==> src/hw/rtl/tbd_pkg.sv <==
package tbd_pkg;

    localparam int NUM_BANDS_DEF = 31;
    localparam int MEAN_TABLE_DEPTH_DEF = 256;

    localparam int LEVEL_W = 16;
    localparam int CORR_W = 9;
    localparam int DIFF_RANGE_W = 11;
    localparam int TOL_W = 12;
    localparam int BAND_IDX_W = 6;
    localparam int KIND_W = 2;
    localparam int CFG_INDEX_W = 2;
    localparam int CFG_DATA_W = 12;
    localparam int ANCHOR_COUNT = 33;

    typedef enum logic [CFG_INDEX_W-1:0] {
        CFG_SPECTRUM_KIND = 2'd0,
        CFG_LOW_TOL       = 2'd1,
        CFG_HIGH_TOL      = 2'd2,
        CFG_SWITCH_BAND   = 2'd3
    } cfg_reg_t;

    typedef enum logic [KIND_W-1:0] {
        KIND_THIRD_OCTAVE = 2'd0,
        KIND_LINEAR       = 2'd1,
        KIND_OCTAVE       = 2'd2,
        KIND_UNUSED       = 2'd3
    } spectrum_kind_t;

    localparam logic [KIND_W-1:0] KIND_RESET = KIND_THIRD_OCTAVE;
    localparam logic [TOL_W-1:0] LOW_TOL_RESET = 12'd640;
    localparam logic [TOL_W-1:0] HIGH_TOL_RESET = 12'd320;
    localparam logic [BAND_IDX_W-1:0] SWITCH_BAND_RESET = 6'd13;

    typedef logic signed [CORR_W-1:0] corr_t;

    // Mean correction at each whole dB of level difference, 1/64 dB units.
    localparam corr_t ANCHOR_CORR [ANCHOR_COUNT] = '{
           9'sd0,  -9'sd30,  -9'sd57,  -9'sd80, -9'sd100, -9'sd116, -9'sd130,
        -9'sd142, -9'sd152, -9'sd160, -9'sd166, -9'sd171, -9'sd176, -9'sd179,
        -9'sd182, -9'sd184, -9'sd186, -9'sd187, -9'sd188, -9'sd189, -9'sd190,
        -9'sd190, -9'sd191, -9'sd191, -9'sd192, -9'sd192, -9'sd192, -9'sd192,
        -9'sd192, -9'sd192, -9'sd192, -9'sd192, -9'sd192
    };

    // Interpolated correction for a difference in 1/64 dB below 2048.
    function automatic corr_t corr_at(input logic [DIFF_RANGE_W:0] di);
        logic [5:0] n;
        logic [5:0] f;
        logic [CORR_W-1:0] drop;
        logic [CORR_W+6:0] scaled;
        corr_t result;
        begin
            n = di[DIFF_RANGE_W:6];
            f = di[5:0];
            if (n >= 6'(ANCHOR_COUNT - 1))
            begin
                result = ANCHOR_CORR[ANCHOR_COUNT-1];
            end
            else
            begin
                drop = CORR_W'(ANCHOR_CORR[n] - ANCHOR_CORR[n+1]);
                scaled = ((CORR_W+7)'(drop) * (CORR_W+7)'(f) + (CORR_W+7)'(32)) >> 6;
                result = ANCHOR_CORR[n] - corr_t'(scaled);
            end
            return result;
        end
    endfunction

endpackage

==> src/hw/rtl/tonal_band_detector.sv <==
// A band request is registered at the input stage, and the result for a spectrum
// is registered at the output when its last band leaves the input stage.
// Throughput: one band per cycle; the only hold-off comes from a stalled result.
// The two-level energetic means use a constant correction table read twice per cycle.
// Reset clears the pipeline valids, the band count and the tone flag and loads
// the configuration registers with their default values.
module tonal_band_detector
    import tbd_pkg::*;
#(
    parameter int NUM_BANDS = NUM_BANDS_DEF,
    parameter int MEAN_TABLE_DEPTH = MEAN_TABLE_DEPTH_DEF
)
(
    input  logic                    clk,
    input  logic                    rst_n,
    input  logic                    cfg_write,
    input  logic [CFG_INDEX_W-1:0]  cfg_index,
    input  logic [CFG_DATA_W-1:0]   cfg_data,
    input  logic                    in_valid,
    output logic                    in_stall,
    input  logic signed [LEVEL_W-1:0] band_level,
    input  logic                    last_band,
    output logic                    out_valid,
    input  logic                    out_stall,
    output logic                    tonal
);

    localparam int CNT_W = $clog2(NUM_BANDS + 1);
    localparam int CMP_W = ((CNT_W > BAND_IDX_W) ? CNT_W : BAND_IDX_W) + 1;
    localparam int IDX_W = $clog2(MEAN_TABLE_DEPTH);
    localparam int PROD_W = DIFF_RANGE_W + $clog2(MEAN_TABLE_DEPTH + 1);
    localparam int DIFF_W = LEVEL_W + 1;
    localparam int MEAN_W = LEVEL_W + 1;
    localparam int EXCESS_W = LEVEL_W + 2;

    logic [KIND_W-1:0]     kind_reg;
    logic [TOL_W-1:0]      low_tol_reg;
    logic [TOL_W-1:0]      high_tol_reg;
    logic [BAND_IDX_W-1:0] switch_band_reg;

    logic                       s1_valid_reg;
    logic signed [LEVEL_W-1:0]  s1_level_reg;
    logic                       s1_last_reg;

    logic signed [LEVEL_W-1:0]  window_reg [4];
    logic [CNT_W-1:0]           count_reg;
    logic [CNT_W-1:0]           count_next;
    logic                       tone_reg;
    logic                       tone_next;
    logic                       out_valid_reg;
    logic                       tonal_reg;
    logic                       advance;
    logic                       take_band;
    logic                       test_center;
    logic                       hit;
    logic [TOL_W-1:0]           tol;
    logic signed [MEAN_W-1:0]   left_mean;
    logic signed [MEAN_W-1:0]   right_mean;
    logic signed [EXCESS_W-1:0] left_excess;
    logic signed [EXCESS_W-1:0] right_excess;

    corr_t corr_rom [MEAN_TABLE_DEPTH];

    for (genvar i = 0; i < MEAN_TABLE_DEPTH; i++)
    begin : g_rom
        localparam int DI = (i * 2048) / MEAN_TABLE_DEPTH;
        assign corr_rom[i] = corr_at((DIFF_RANGE_W+1)'(DI));
    end

    function automatic logic signed [MEAN_W-1:0] mean_of(
        input logic signed [LEVEL_W-1:0] p,
        input logic signed [LEVEL_W-1:0] q,
        input corr_t rom [MEAN_TABLE_DEPTH]
    );
        logic signed [DIFF_W-1:0] dp;
        logic [DIFF_W-1:0]        d;
        logic signed [LEVEL_W-1:0] hi;
        logic [PROD_W-1:0]        prod;
        logic [PROD_W-1:0]        idx_full;
        logic [IDX_W-1:0]         idx;
        corr_t                    corr;
        begin
            dp = DIFF_W'(p) - DIFF_W'(q);
            hi = (p > q) ? p : q;
            d = dp[DIFF_W-1] ? DIFF_W'(-dp) : DIFF_W'(dp);
            prod = PROD_W'(d[DIFF_RANGE_W-1:0]) * PROD_W'(MEAN_TABLE_DEPTH);
            idx_full = prod >> DIFF_RANGE_W;
            if (idx_full >= PROD_W'(MEAN_TABLE_DEPTH))
            begin
                idx = IDX_W'(MEAN_TABLE_DEPTH - 1);
            end
            else
            begin
                idx = idx_full[IDX_W-1:0];
            end
            if (d >= DIFF_W'(2048))
            begin
                corr = ANCHOR_CORR[ANCHOR_COUNT-1];
            end
            else
            begin
                corr = rom[idx];
            end
            return MEAN_W'(hi) + MEAN_W'(corr);
        end
    endfunction

    assign advance = !out_valid_reg || !out_stall;
    assign in_stall = s1_valid_reg && !advance;
    assign out_valid = out_valid_reg;
    assign tonal = tonal_reg;

    always_ff @(posedge clk or negedge rst_n)
    begin
        if (!rst_n)
        begin
            kind_reg <= KIND_RESET;
            low_tol_reg <= LOW_TOL_RESET;
            high_tol_reg <= HIGH_TOL_RESET;
            switch_band_reg <= SWITCH_BAND_RESET;
        end
        else if (cfg_write)
        begin
            case (cfg_index)
                CFG_SPECTRUM_KIND: kind_reg <= cfg_data[KIND_W-1:0];
                CFG_LOW_TOL:       low_tol_reg <= cfg_data[TOL_W-1:0];
                CFG_HIGH_TOL:      high_tol_reg <= cfg_data[TOL_W-1:0];
                CFG_SWITCH_BAND:   switch_band_reg <= cfg_data[BAND_IDX_W-1:0];
                default:           kind_reg <= kind_reg;
            endcase
        end
    end

    always_ff @(posedge clk or negedge rst_n)
    begin
        if (!rst_n)
        begin
            s1_valid_reg <= 1'b0;
        end
        else if (!s1_valid_reg || advance)
        begin
            s1_valid_reg <= in_valid;
        end
    end

    always_ff @(posedge clk)
    begin
        if (in_valid && !in_stall)
        begin
            s1_level_reg <= band_level;
            s1_last_reg <= last_band;
        end
    end

    assign take_band = s1_valid_reg && (count_reg < CNT_W'(NUM_BANDS));
    assign test_center = take_band && (count_reg >= CNT_W'(4));

    always_comb
    begin
        left_mean = mean_of(window_reg[0], window_reg[1], corr_rom);
        right_mean = mean_of(window_reg[3], s1_level_reg, corr_rom);
        if (CMP_W'(count_reg) > CMP_W'(switch_band_reg) + CMP_W'(2))
        begin
            tol = high_tol_reg;
        end
        else
        begin
            tol = low_tol_reg;
        end
        left_excess = EXCESS_W'(window_reg[2]) - EXCESS_W'(left_mean);
        right_excess = EXCESS_W'(window_reg[2]) - EXCESS_W'(right_mean);
        hit = (left_excess > $signed(EXCESS_W'(tol)))
            && (right_excess > $signed(EXCESS_W'(tol)));
    end

    always_comb
    begin
        count_next = count_reg;
        tone_next = tone_reg;
        if (s1_valid_reg && advance)
        begin
            if (take_band)
            begin
                count_next = count_reg + CNT_W'(1);
            end
            if (test_center && hit)
            begin
                tone_next = 1'b1;
            end
            if (s1_last_reg)
            begin
                count_next = '0;
                tone_next = 1'b0;
            end
        end
    end

    always_ff @(posedge clk or negedge rst_n)
    begin
        if (!rst_n)
        begin
            count_reg <= '0;
            tone_reg <= 1'b0;
            out_valid_reg <= 1'b0;
        end
        else
        begin
            count_reg <= count_next;
            tone_reg <= tone_next;
            if (advance)
            begin
                out_valid_reg <= s1_valid_reg && s1_last_reg;
            end
        end
    end

    always_ff @(posedge clk)
    begin
        if (advance && take_band)
        begin
            window_reg[0] <= window_reg[1];
            window_reg[1] <= window_reg[2];
            window_reg[2] <= window_reg[3];
            window_reg[3] <= s1_level_reg;
        end
        if (advance && s1_valid_reg && s1_last_reg)
        begin
            tonal_reg <= (tone_reg || (test_center && hit))
                && (kind_reg == KIND_THIRD_OCTAVE);
        end
    end

endmodule

==> config.mk <==
export PLATFORM = sky130hd
export DESIGN_NAME = tonal_band_detector
export DESIGN_NICKNAME = d
export VERILOG_FILES = /design/src/hw/rtl/tbd_pkg.sv /design/src/hw/rtl/tonal_band_detector.sv
export SDC_FILE = /design/constraint.sdc
export NUM_CORES = 1
export LEC_CHECK = 0
export BUFFER_PORTS_ARGS = -buffer_cell sky130_fd_sc_hd__buf_2
export CORE_MARGIN = 2
export CORE_UTILIZATION = 30
export DETAILED_ROUTE_END_ITERATION = 10
export PLACE_DENSITY = 0.53
export SYNTH_ARGS = -nofsm -noshare
export SYNTH_HDL_FRONTEND = slang
export SYNTH_SLANG_ARGS = --single-unit
==> constraint.sdc <==
create_clock -name clk -period 7.5 [get_ports clk]
set_input_delay 1.125 -clock clk [delete_from_list [all_inputs] [get_ports clk]]
set_output_delay 1.125 -clock clk [all_outputs]
set_load 0.02 [all_outputs]
## Word level (Yosys, flattened, before mapping)

Memory sizes are Yosys's and may differ from the RTL's.
Index checks and enable logic that the tools add are counted.

| word-level totals | value |
|---|---|
| bits in registers | 58 |
| latch bits | 0 |
| bits in writable memories | 64 |
| memory bits (read-only) | 4608 |
| bits of input ports | 36 |
| output and inout port bits | 3 |
| logic and storage cells | 90 |
| memories | 3 |

| operators by class | value |
|---|---|
| add/subtract/negate cells | 10 |
| $mul | 0 |
| divide/modulo/power cells | 0 |
| order comparisons | 13 |
| eq/ne operators | 3 |
| shift-type cells | 0 |
| mux-type cells | 19 |
| bitwise logic cells | 2 |
| reductions and logical operators | 29 |

Memories:

| memory | depth | bits a word | read ports | clocked after memory_dff | write ports | RTL line | RTL |
|---|---|---|---|---|---|---|---|
| (name not given) | 256 | 9 | 1 | 0 | 0 | tonal_band_detector.sv:102 | `corr = rom[idx];` |
| (name not given) | 256 | 9 | 1 | 0 | 0 | tonal_band_detector.sv:102 |  |
| window_reg | 4 | 16 | 4 | 0 | 4 | tonal_band_detector.sv:45 | `logic signed [LEVEL_W-1:0] window_reg [4];` |

Operator list:

| kind | number |
|---|---|
| 9-bit two-way mux | 6 |
| 18-bit by 13-bit greater-than comparator with 1-bit output | 2 |
| 16-bit by 17-bit subtractor with 18-bit output | 2 |
| 16-bit by 9-bit adder with 17-bit output | 2 |
| 17-bit by 12-bit >= comparator with 1-bit output (second input constant) | 2 |
| 17-bit two-way mux | 2 |
| 17-bit negation | 2 |
| 16-bit by 16-bit subtractor with 17-bit output | 2 |
| 16-bit greater-than comparator | 2 |
| 16-bit two-way mux | 2 |
| 8-bit by 9-bit >= comparator with 1-bit output (second input constant) | 2 |
| 9-bit >= comparator (second input constant) | 2 |
| 8-bit inverter with 9-bit output | 2 |
| 8-bit two-way mux | 2 |
| 12-bit two-way mux | 1 |
| 2-bit AND reduction | 6 |
| 1-bit logical AND | 11 |
| 5-bit two-way mux | 2 |
| 6-bit by 2-bit adder with 7-bit output (second input constant) | 1 |
| 5-bit by 7-bit greater-than comparator with 1-bit output | 1 |
| 5-bit by 1-bit adder with 5-bit output (second input constant) | 1 |
| 5-bit by 3-bit >= comparator with 1-bit output (second input constant) | 1 |
| 1-bit logical NOT | 5 |
| 5-bit < comparator (second input constant) | 1 |
| 6 further kinds | 14 |

## Depth between registers and ports, before layout

Gate-level depths: netlist of the first run.
An unclocked memory read counts as a cell.

| logic depth | value |
|---|---|
| depth after elaboration | 18 |
| depth in mapped cells | 43 |
| mapped depth without buffers | 42 |

## Worst setup path before layout of the first run

Ideal clock, no wire load.

| path | value |
|---|---|
| kind | flip-flop to flip-flop |
| start | reg s1_level_reg[0] |
| end | reg tonal_reg (netlist: tonal), data pin |
| library setup time | 0.266 ns |
| arrival time | 7.796 ns |
| data required time | 7.234 ns |
| setup slack | -0.563 ns |
| cell stages (with the launch flop) | 41 |
| buffers on the path | 2 |
| clock period less this slack | 8.063 ns |
| path through | edfxtp_1 ha_1 fa_1 nand2b_1 a21oi_1 a211oi_1 nor3_2 or2_2 buf_2 nor2_1 xnor2_1 inv_1 ha_1 clkbuf_1 mux2i_1 o32a_1 o211ai_1 xnor2_1 [5 not listed] or2_2 fa_1 a21oi_1 o21ai_0 a21oi_1 o21bai_1 a21oi_1 xnor2_1 ha_1 nand4_1 nor3_1 nor2_1 o211ai_1 a21o_1 a21oi_1 o21ai_0 nor3_1 nor4_1 |

| between the ends | value |
|---|---|
| cells in the longest elaborated chain, start to end | 17 |
| elaborated cells on any way between the ends | 20 |
| those cells by class | add/sub: 4; order compare: 4; mux: 6; bitwise: 1; reduce/logical: 4; memory: 1 |

Ends and longest elaborated chain:

| item | RTL line | RTL |
|---|---|---|
| start: declaration | tonal_band_detector.sv:42 | `logic signed [LEVEL_W-1:0] s1_level_reg;` |
| start signal: assignment | tonal_band_detector.sv:150 | `s1_level_reg <= band_level;` |
| 16-bit by 16-bit subtractor with 17-bit output | tonal_band_detector.sv:83 | `dp = DIFF_W'(p) - DIFF_W'(q);` |
| 17-bit negation | tonal_band_detector.sv:85 | `d = dp[DIFF_W-1] ? DIFF_W'(-dp) : DIFF_W'(dp);` |
| 17-bit two-way mux | tonal_band_detector.sv:85 |  |
| 8-bit by 9-bit >= comparator with 1-bit output | tonal_band_detector.sv:88 | `if (idx_full >= PROD_W'(MEAN_TABLE_DEPTH))` |
| 8-bit two-way mux | tonal_band_detector.sv:88 |  |
| 8-bit inverter with 9-bit output (not written as such) | tonal_band_detector.sv:102 |  |
| memory 256 x 9 bit | -- |  |
| 9-bit two-way mux (not written as such) (2 in a row) | tonal_band_detector.sv:102 |  |
| 9-bit two-way mux | tonal_band_detector.sv:96 | `if (d >= DIFF_W'(2048))` |
| 16-bit by 9-bit adder with 17-bit output (*) | tonal_band_detector.sv:104 | `return MEAN_W'(hi) + MEAN_W'(corr);` |
| 16-bit by 17-bit subtractor with 18-bit output (*) | tonal_band_detector.sv:171 | `right_excess = EXCESS_W'(window_reg[2]) - EXCESS_W'(right_mean);` |
| 18-bit by 13-bit greater-than comparator with 1-bit output (*) | tonal_band_detector.sv:173 | `&& (right_excess > $signed(EXCESS_W'(tol)));` |
| 1-bit logical AND (*) | tonal_band_detector.sv:173 |  |
| 1-bit logical AND (*) | tonal_band_detector.sv:228 | `tonal_reg <= (tone_reg \|\| (test_center && hit))` |
| 1-bit logical OR (*) | tonal_band_detector.sv:228 |  |
| 1-bit logical AND (*) | tonal_band_detector.sv:229 | `&& (kind_reg == KIND_THIRD_OCTAVE);` |
| end signal: assignment | tonal_band_detector.sv:228 |  |
| end: declaration | tonal_band_detector.sv:51 | `logic tonal_reg;` |

Every way passes the cells marked *; elsewhere a longest branch is shown, timed or not. The select of a mux whose other input is x is not followed.
A chain may end at the register's enable or synchronous reset.

==> run summary, run 1 <==
• **critical-path maximum fanout** 3
• **post-DR wirelength/cell** 16.84 um
• **count of distinct cell types in the synthesized netlist** 96
• **diode count** 0
• **die boundary height** 209.5 um
• **run status** finished, violations left
• **Die X-Extent** 209.5 um
• **data required time of the critical path** 7.67 ns
• **final weighted congestion of routability-driven global placement** 0.9164
• **worst setup path class** reg2reg
• **number of clock buffers inserted by TritonCTS** 17
• **number of nets with antenna violations after routing** 0
• **count leader, synth** sky130_fd_sc_hd__ha_1
• **proportion of netlist area held by the largest area contributor** 19.44%
• **top area cells in the synthesized netlist** sky130_fd_sc_hd__edfxtp_1 19%, sky130_fd_sc_hd__ha_1 14%, sky130_fd_sc_hd__dfrtp_1 6.5%
• **number of flip-flops under the largest register name** 64
• **Avg Inst Size Synth** 9.389 sq um
• **Remaining DRCs** 0
• **largest stage delay on the critical path** 0.59 ns
• **critical path capture point type** flip-flop
• **list of most frequent post-synthesis cells** 138 x sky130_fd_sc_hd__ha_1, 94 x sky130_fd_sc_hd__inv_1, 93 x sky130_fd_sc_hd__a21oi_1
• **cell with the biggest individual delay on the critical path** sky130_fd_sc_hd__fa_1
• **GRT Total Usage** 16.92%
• **ys flop type** sky130_fd_sc_hd__edfxtp_1
• **core area** 41850 sq um
• **Vias** 11390
• **Highest Signal Layer** met4
• **unrepaired setup endpoints after global routing** true
• **CP delay by family, top** compound AO/OA/AOI/OAI gates
• **buffering stage count on the worst path with inverters included** 4
• **transition time at the pin with the least slew margin** 0.9304 ns
• **minimum clock period after layout** 7.510 ns
• **clock tree from TritonCTS** built
• **power density over the cells** 368.6 nW/um^2
• **Synth warnings** 0
• **proportion of synthesized chip area in sequential cells** 27.41%
• **# rows** 75
• **max-cap violation count** 0
• **leak pwr** 7.059 nW
• **met2 routed wirelength** 18820 um
• **Max Clock Freq** 133.2 MHz
• **maximum clock skew at final layout** 0.01124 ns
• **fraction of final layout cells with drive strength greater than 1** 32.13%
• **number of antenna violations at the first check in global routing** 0
• **number of nets in the layout** 1835
• **violations in the final reports** negative setup slack
• **clock transition at the register clock pins on the worst setup and hold paths after CTS** 0.06 ns
• **arrival time at the worst endpoint** 7.68 ns
• **Final Hold Viols** 0
• **share of flip-flops with an asynchronous set or reset after synthesis** 32.79%
• **kind of start point of the critical path** flip-flop
• **hold_ws** 0.4506 ns
• **cell area after synthesis** 12670 sq um
• **biggest area consumer among synthesized cells** sky130_fd_sc_hd__edfxtp_1
• **clock network latency to the later pin of the worst-skew pair** 0.43 ns
• **Setup violations, final** 1
• **filler-free cell count of the finished design** 2179
• **final design utilization** 39.52%
• **count of pins over their slew limit** 0
• **via density per instance** 5.228
• **global route overflow** 0
• **synthesized netlist cell count** 1349
• **syn nets** 1557
• **Placed Cells incl. Taps** 2131
• **starting density of the core** 30.26%
• **final wirelength** 36680 um
• **first-pass GRT wire length** 60000 um
• **maximum ir drop on the vdd rail** 0.1887 mV
• **starting DRC count in detailed routing** 620
• **TritonCTS Sinks** 122
• **Reg-to-Reg Start** window_reg[3][0]$_DFFE_PP_
• **class of the tightest hold or removal check** reg2reg
• **origin of the worst setup path** window_reg[3][0]$_DFFE_PP_
• **area grow syn2layout** 30.57%
• **startpoint of the most critical hold path** s1_last_reg$_DFFE_PP_
• **Worst path most repeated cell** sky130_fd_sc_hd__a21oi_2
• **final worst-path cycle share** 100.1%
• **number of enable flip-flop cells after synthesis** 82
• **CTS H-Tree Depth** 4
• **worst-case clock buffer depth** 2
• **clk root buf** sky130_fd_sc_hd__clkbuf_16
• **routed length on met3** 845 um
• **final total power** 6.095 mW
• **detailed-routing wirelength on met1** 15890 um
• **estimated wirelength of the detail-placed design** 29340 um
• **die area** 43880 sq um
• **num ports** 39
• **worst setup slack after layout** -0.009774 ns
• **worst-case headroom to the max-slew limit** 37.97%
• **maximum number of pins on one net before global-route repair** 67
• **count of TritonRoute iterations in the first routing pass** 5
• **post-synthesis register bit count** 122
• **IO buf count** 38
• **number of global-route vias before repair** 11580
through the flow:
stage          setup slack [ns]  setup TNS [ns]  instance area, sq um
6_report              -0.009774       -0.009774                 16540
5_1_grt                 -0.4545         -0.9046                 16540
4_1_cts                0.005040               0                 16290
3_5_place_dp            -0.2618         -0.5013                 15380
3_3_place_gp            -0.1484         -0.2910                 15380
2_1_floorplan           0.02733               0                 12800
worst paths after layout:
check | slack, ns | cells past startpoint | end
setup / recovery | -0.01 | 40 | tonal$_DFFE_PP_
hold / removal | 0.45 | 1 | count_reg[1]$_DFFE_PN0P_
setup reg to reg | -0.01 | 40 | tonal$_DFFE_PP_
hold reg to reg | 0.45 | 1 | count_reg[1]$_DFFE_PN0P_
max in group asynchronous | 6.12 | 1 | kind_reg[0]$_DFFE_PN0P_
min in group asynchronous | 0.81 | 1 | low_tol_reg[6]$_DFFE_PN0P_
layer usage:
layer	up-vias	GRT usage (%)
li1	5605	-
met4	0	5.992
met3	60	1.377
met1	5518	20.60
met5	-	0
met2	208	31.24
timing repair:
action	in CTS	in global routing
pin swaps	39	39
buffers inserted	9	8
setup endpoints to repair	2	2
resized for setup	60	43
endpoints found under the hold margin	0	0
hold buffers	0	0
cell type report:
type / count / area [sq um]
fillers: 4127 / 25310
multi-input cells: 1081 / 9210
flip-flops and latches: 122 / 3472
repair buffers: 306 / 2235
well taps: 539 / 674.4
clock buffers: 17 / 425.4
inverters: 99 / 371.6
clock inverters: 15 / 150.1
logic make-up (layout without fill, tap and decap cells):
| family | after synthesis | count (layout) | share of synthesized area (%) |
|---|---|---|---|
| buf+inv | 146 | 437 | 4.742 |
| xor+xnor | 79 | 79 | 5.937 |
| compound gates | 376 | 376 | 20.23 |
| simple gates | 360 | 360 | 14.56 |
| flops | 122 | 122 | 27.41 |
| fa+ha+maj | 172 | 172 | 19.01 |
| mux | 94 | 94 | 8.110 |
report_power, final:
group	switching, mW	internal (mW)	total (mW)	leakage, nW
registers	0.0775	0.824	0.901	1.27
clock network	0.352	0.469	0.821	0.289
logic	2.32	2.05	4.37	5.50
total	2.75	3.34	6.10	7.06
cells in the final DEF (no fill, tap or decap), types with 13 or more instances in the layout:
| master | count |
|---|---|
| sky130_fd_sc_hd__a211oi_1 | 17 |
| sky130_fd_sc_hd__a21o_1 | 24 |
| sky130_fd_sc_hd__a21oi_1 | 79 |
| sky130_fd_sc_hd__a21oi_2 | 14 |
| sky130_fd_sc_hd__a31oi_1 | 16 |
| sky130_fd_sc_hd__and3_1 | 16 |
| sky130_fd_sc_hd__buf_2 | 38 |
| sky130_fd_sc_hd__buf_4 | 265 |
| sky130_fd_sc_hd__clkbuf_16 | 17 |
| sky130_fd_sc_hd__dfrtp_1 | 33 |
| sky130_fd_sc_hd__edfxtp_1 | 82 |
| sky130_fd_sc_hd__fa_1 | 30 |
| sky130_fd_sc_hd__ha_1 | 125 |
| sky130_fd_sc_hd__inv_1 | 90 |
| sky130_fd_sc_hd__mux2_2 | 37 |
| sky130_fd_sc_hd__mux2i_1 | 51 |
| sky130_fd_sc_hd__nand2_1 | 76 |
| sky130_fd_sc_hd__nand2b_1 | 13 |
| sky130_fd_sc_hd__nand3_1 | 28 |
| sky130_fd_sc_hd__nand4_1 | 22 |
| sky130_fd_sc_hd__nor2_1 | 73 |
| sky130_fd_sc_hd__nor3_1 | 27 |
| sky130_fd_sc_hd__o211ai_1 | 20 |
| sky130_fd_sc_hd__o21ai_0 | 60 |
| sky130_fd_sc_hd__o21ai_1 | 13 |
| sky130_fd_sc_hd__xnor2_1 | 43 |
| sky130_fd_sc_hd__xor2_1 | 19 |
(Power assumes the default switching activity.)
==> run 2: changes to the inputs <==
--- a/config.mk
+++ b/config.mk
@@ -7,9 +7,9 @@
 export LEC_CHECK = 0
 export BUFFER_PORTS_ARGS = -buffer_cell sky130_fd_sc_hd__buf_2
 export CORE_MARGIN = 2
-export CORE_UTILIZATION = 30
+export CORE_UTILIZATION = 58
 export DETAILED_ROUTE_END_ITERATION = 10
-export PLACE_DENSITY = 0.53
+export PLACE_DENSITY = 0.85
 export SYNTH_ARGS = -nofsm -noshare
 export SYNTH_HDL_FRONTEND = slang
 export SYNTH_SLANG_ARGS = --single-unit
==> run 2 against run 1 <==
  * The flow still finishes with violations (negative setup slack)
  * Worst hold slack improved by 0.026 ns
  * Clock skew decreased by 0.0040 ns
  * First-iteration DRC count increased by 84%
  * Worst setup slack got worse by 0.50 ns
  * Sequential power increased by 1%
==> run summary, run 2 (synthesized netlist as in run 1, its figures left out) <==
• **run status** finished, violations left
• **violations in the final reports** negative setup slack
• **startpoint of the most critical hold path** s1_last_reg$_DFFE_PP_
• **power density over the cells** 391.4 nW/um^2, +6.2%
• **count of pins over their slew limit** 0, unchanged
• **number of flip-flops under the largest register name** 64, unchanged
• **most common cell after layout, fill and taps aside** sky130_fd_sc_hd__buf_4
• **max-cap violation count** 0, unchanged
• **leak pwr** 6.938 nW, -1.7%
• **Filler cells** 1395, -66%
• **placement-stage cell area** 14810 sq um, -3.7%
• **clk root buf** sky130_fd_sc_hd__clkbuf_16
• **routed length on met3** 2145 um, +150%
• **class of the tightest hold or removal check** reg2reg
• **maximum number of pins on one net before global-route repair** 69, +3.0%
• **die area** 23040 sq um, -48%
• **detailed-routing wirelength on met1** 14620 um, -8.0%
• **worst-case clock buffer depth** 2, unchanged
• **GRT Total Usage** 33.80%, +17 points
• **num ports** 39, unchanged
• **finished layout cell area** 16020 sq um, -3.1%
• **terminus of the critical flop-to-flop path** tone_reg$_DFFE_PN0P_
• **core area** 21620 sq um, -48%
• **Vias** 12130, +6.5%
• **number of clock buffers inserted by TritonCTS** 17, unchanged
• **final design utilization** 74.10%, +35 points
• **minimum clock period after layout** 8.006 ns, +0.4963 ns
• **arrival time at the worst endpoint** 8.31 ns, +0.63 ns
• **Highest Signal Layer** met4
• **final worst-path cycle share** 106.7%, +6.6 points
• **number of nets in the layout** 1809, -1.4%
• **worst setup slack before clock tree synthesis** -0.3048 ns, -0.04297 ns
• **largest stage delay on the critical path** 0.46 ns, -0.13 ns
• **maximum clock skew at final layout** 0.007226 ns, -0.004012 ns
• **TritonCTS Sinks** 122, unchanged
• **worst setup slack after layout** -0.5061 ns, -0.4963 ns
• **# rows** 54, -28%
• **area grow syn2layout** 26.48%
• **kind of start point of the critical path** flip-flop
• **maximum ir drop on the vdd rail** 0.2253 mV, +19%
• **Die X-Extent** 151.8 um, -28%
• **number of antenna violations at the first check in global routing** 0, unchanged
• **clock network latency to the later pin of the worst-skew pair** 0.43 ns, about the same
• **diode count** 0, unchanged
• **most frequent cells in the layout** 236 x sky130_fd_sc_hd__buf_4, 129 x sky130_fd_sc_hd__ha_1, 90 x sky130_fd_sc_hd__inv_1
• **worst setup path class** reg2reg
• **final weighted congestion of routability-driven global placement** 0.9992, +9.0%
• **Remaining DRCs** 0, unchanged
• **data required time of the critical path** 7.80 ns, +0.13 ns
• **met2 routed wirelength** 19530 um, +3.8%
• **endpoint of the worst hold-timing path** count_reg[1]$_DFFE_PN0P_
• **setup TNS** -0.9932 ns, -0.9834 ns
• **final wirelength** 39200 um, +6.9%
• **starting DRC count in detailed routing** 1141, +84%
• **fraction of final layout cells with drive strength greater than 1** 30.05%, -2.1 points
• **unrepaired setup endpoints after global routing** true
• **CTS H-Tree Depth** 4, unchanged
• **critical-path maximum fanout** 5, +2
• **cell depth of the worst hold path** 1, unchanged
• **IO buf count** 38, unchanged
• **global route overflow** 0, unchanged
• **critical path capture point type** flip-flop
• **worst reg2reg path depth** 40, unchanged
• **Worst path most repeated cell** sky130_fd_sc_hd__buf_4
• **clock tree from TritonCTS** built
• **cell with the biggest individual delay on the critical path** sky130_fd_sc_hd__fa_2
• **via density per instance** 6.404, +23%
• **starting density of the core** 58.58%, +28 points
• **post-DR wirelength/cell** 20.70 um, +23%
• **clock transition at the register clock pins on the worst setup and hold paths after CTS** 0.06 ns, about the same
• **Reg-to-Reg Start** window_reg[1][0]$_DFFE_PP_
• **transition time at the pin with the least slew margin** 0.9192 ns, -0.01118 ns
• **number of global-route vias before repair** 12130, +4.7%
• **count of TritonRoute iterations in the first routing pass** 10, +5
• **estimated wirelength of the detail-placed design** 27930 um, -4.8%
• **FF-to-FF setup slack** -0.51 ns, -0.50 ns
• **first-pass GRT wire length** 60520 um, +0.87%
• **die boundary height** 151.8 um, -28%
• **Max Clock Freq** 124.9 MHz, -6.2%
• **Final Hold Viols** 0, unchanged
• **Setup violations, final** 2, +1
• **number of nets with antenna violations after routing** 0, unchanged
• **worst-case headroom to the max-slew limit** 38.72%, +0.75 points
## run 2: final cells by class
| class | instances | area (sq um) | area share [%] |
|---|---|---|---|
| Multi-Input combinational cell | 1081 | 9148 | 57.10 |
| Sequential cell | 122 | 3472 | 21.67 |
| Timing Repair Buffer | 280 | 2038 | 12.72 |
| Clock buffer | 17 | 425.4 | 2.655 |
| Inverter | 99 | 374.1 | 2.335 |
| Tap cell | 280 | 350.3 | 2.187 |
| Clock inverter | 15 | 212.7 | 1.328 |
## run 2: layer usage
| layer | global-route usage (%) | vias up |
|---|---|---|
| li1 | - | 5570 |
| met3 | 5.359 | 200 |
| met5 | 0 | - |
| met4 | 23.94 | 0 |
| met1 | 37.09 | 5787 |
| met2 | 59.48 | 572 |
## run 2: report_power, final
part	internal (mW)	switching [mW]	leakage, nW
logic	2.02	2.44	5.37
registers	0.824	0.0858	1.27
clock network	0.563	0.339	0.302
total	3.41	2.86	6.94
## run 2: worst max-delay path by stage
stage / endpoint / from
final: tone_reg$_DFFE_PN0P_ / window_reg[1][0]$_DFFE_PP_
after global routing: tone_reg$_DFFE_PN0P_ / window_reg[1][0]$_DFFE_PP_
after CTS: tonal$_DFFE_PP_ / window_reg[1][0]$_DFFE_PP_
after detailed placement: tonal$_DFFE_PP_ / window_reg[1][0]$_DFFE_PP_
after global placement: tone_reg$_DFFE_PN0P_ / window_reg[3][13]$_DFFE_PP_
after floorplan: tonal$_DFFE_PP_ / s1_level_reg[0]$_DFFE_PP_
## run 2: worst max-delay path, delay by kind of cell, from the launching register on
family,cells,cell delay [ns]
xor gates and xnor gates,2,0.26
adders and majority gates,6,1.93
and+or+nand+nor,12,1.86
DFF,1,0.42
AOI/OAI and AO/OA,13,2.40
buffers and inverters,7,0.99
## run 2: metrics by stage
step | std cells | hold WS, ns | power, mW
detailed placement | 1842 | 0.4609 | 4.849
global placement | 1842 | 0.4584 | 4.720
global route | 1894 | 0.4918 | 6.653
floorplan | 1349 | 0.4292 | 3.502
finish | 1894 | 0.4765 | 6.270
CTS | 1887 | 0.4712 | 5.963
## run 2: repair_timing
action,4_1_cts,5_1_grt
gates cloned,0,0
hold buffers,0,0
setup buffers,13,7
pin swaps,37,38
resized for setup,53,41
setup endpoints to repair,2,2
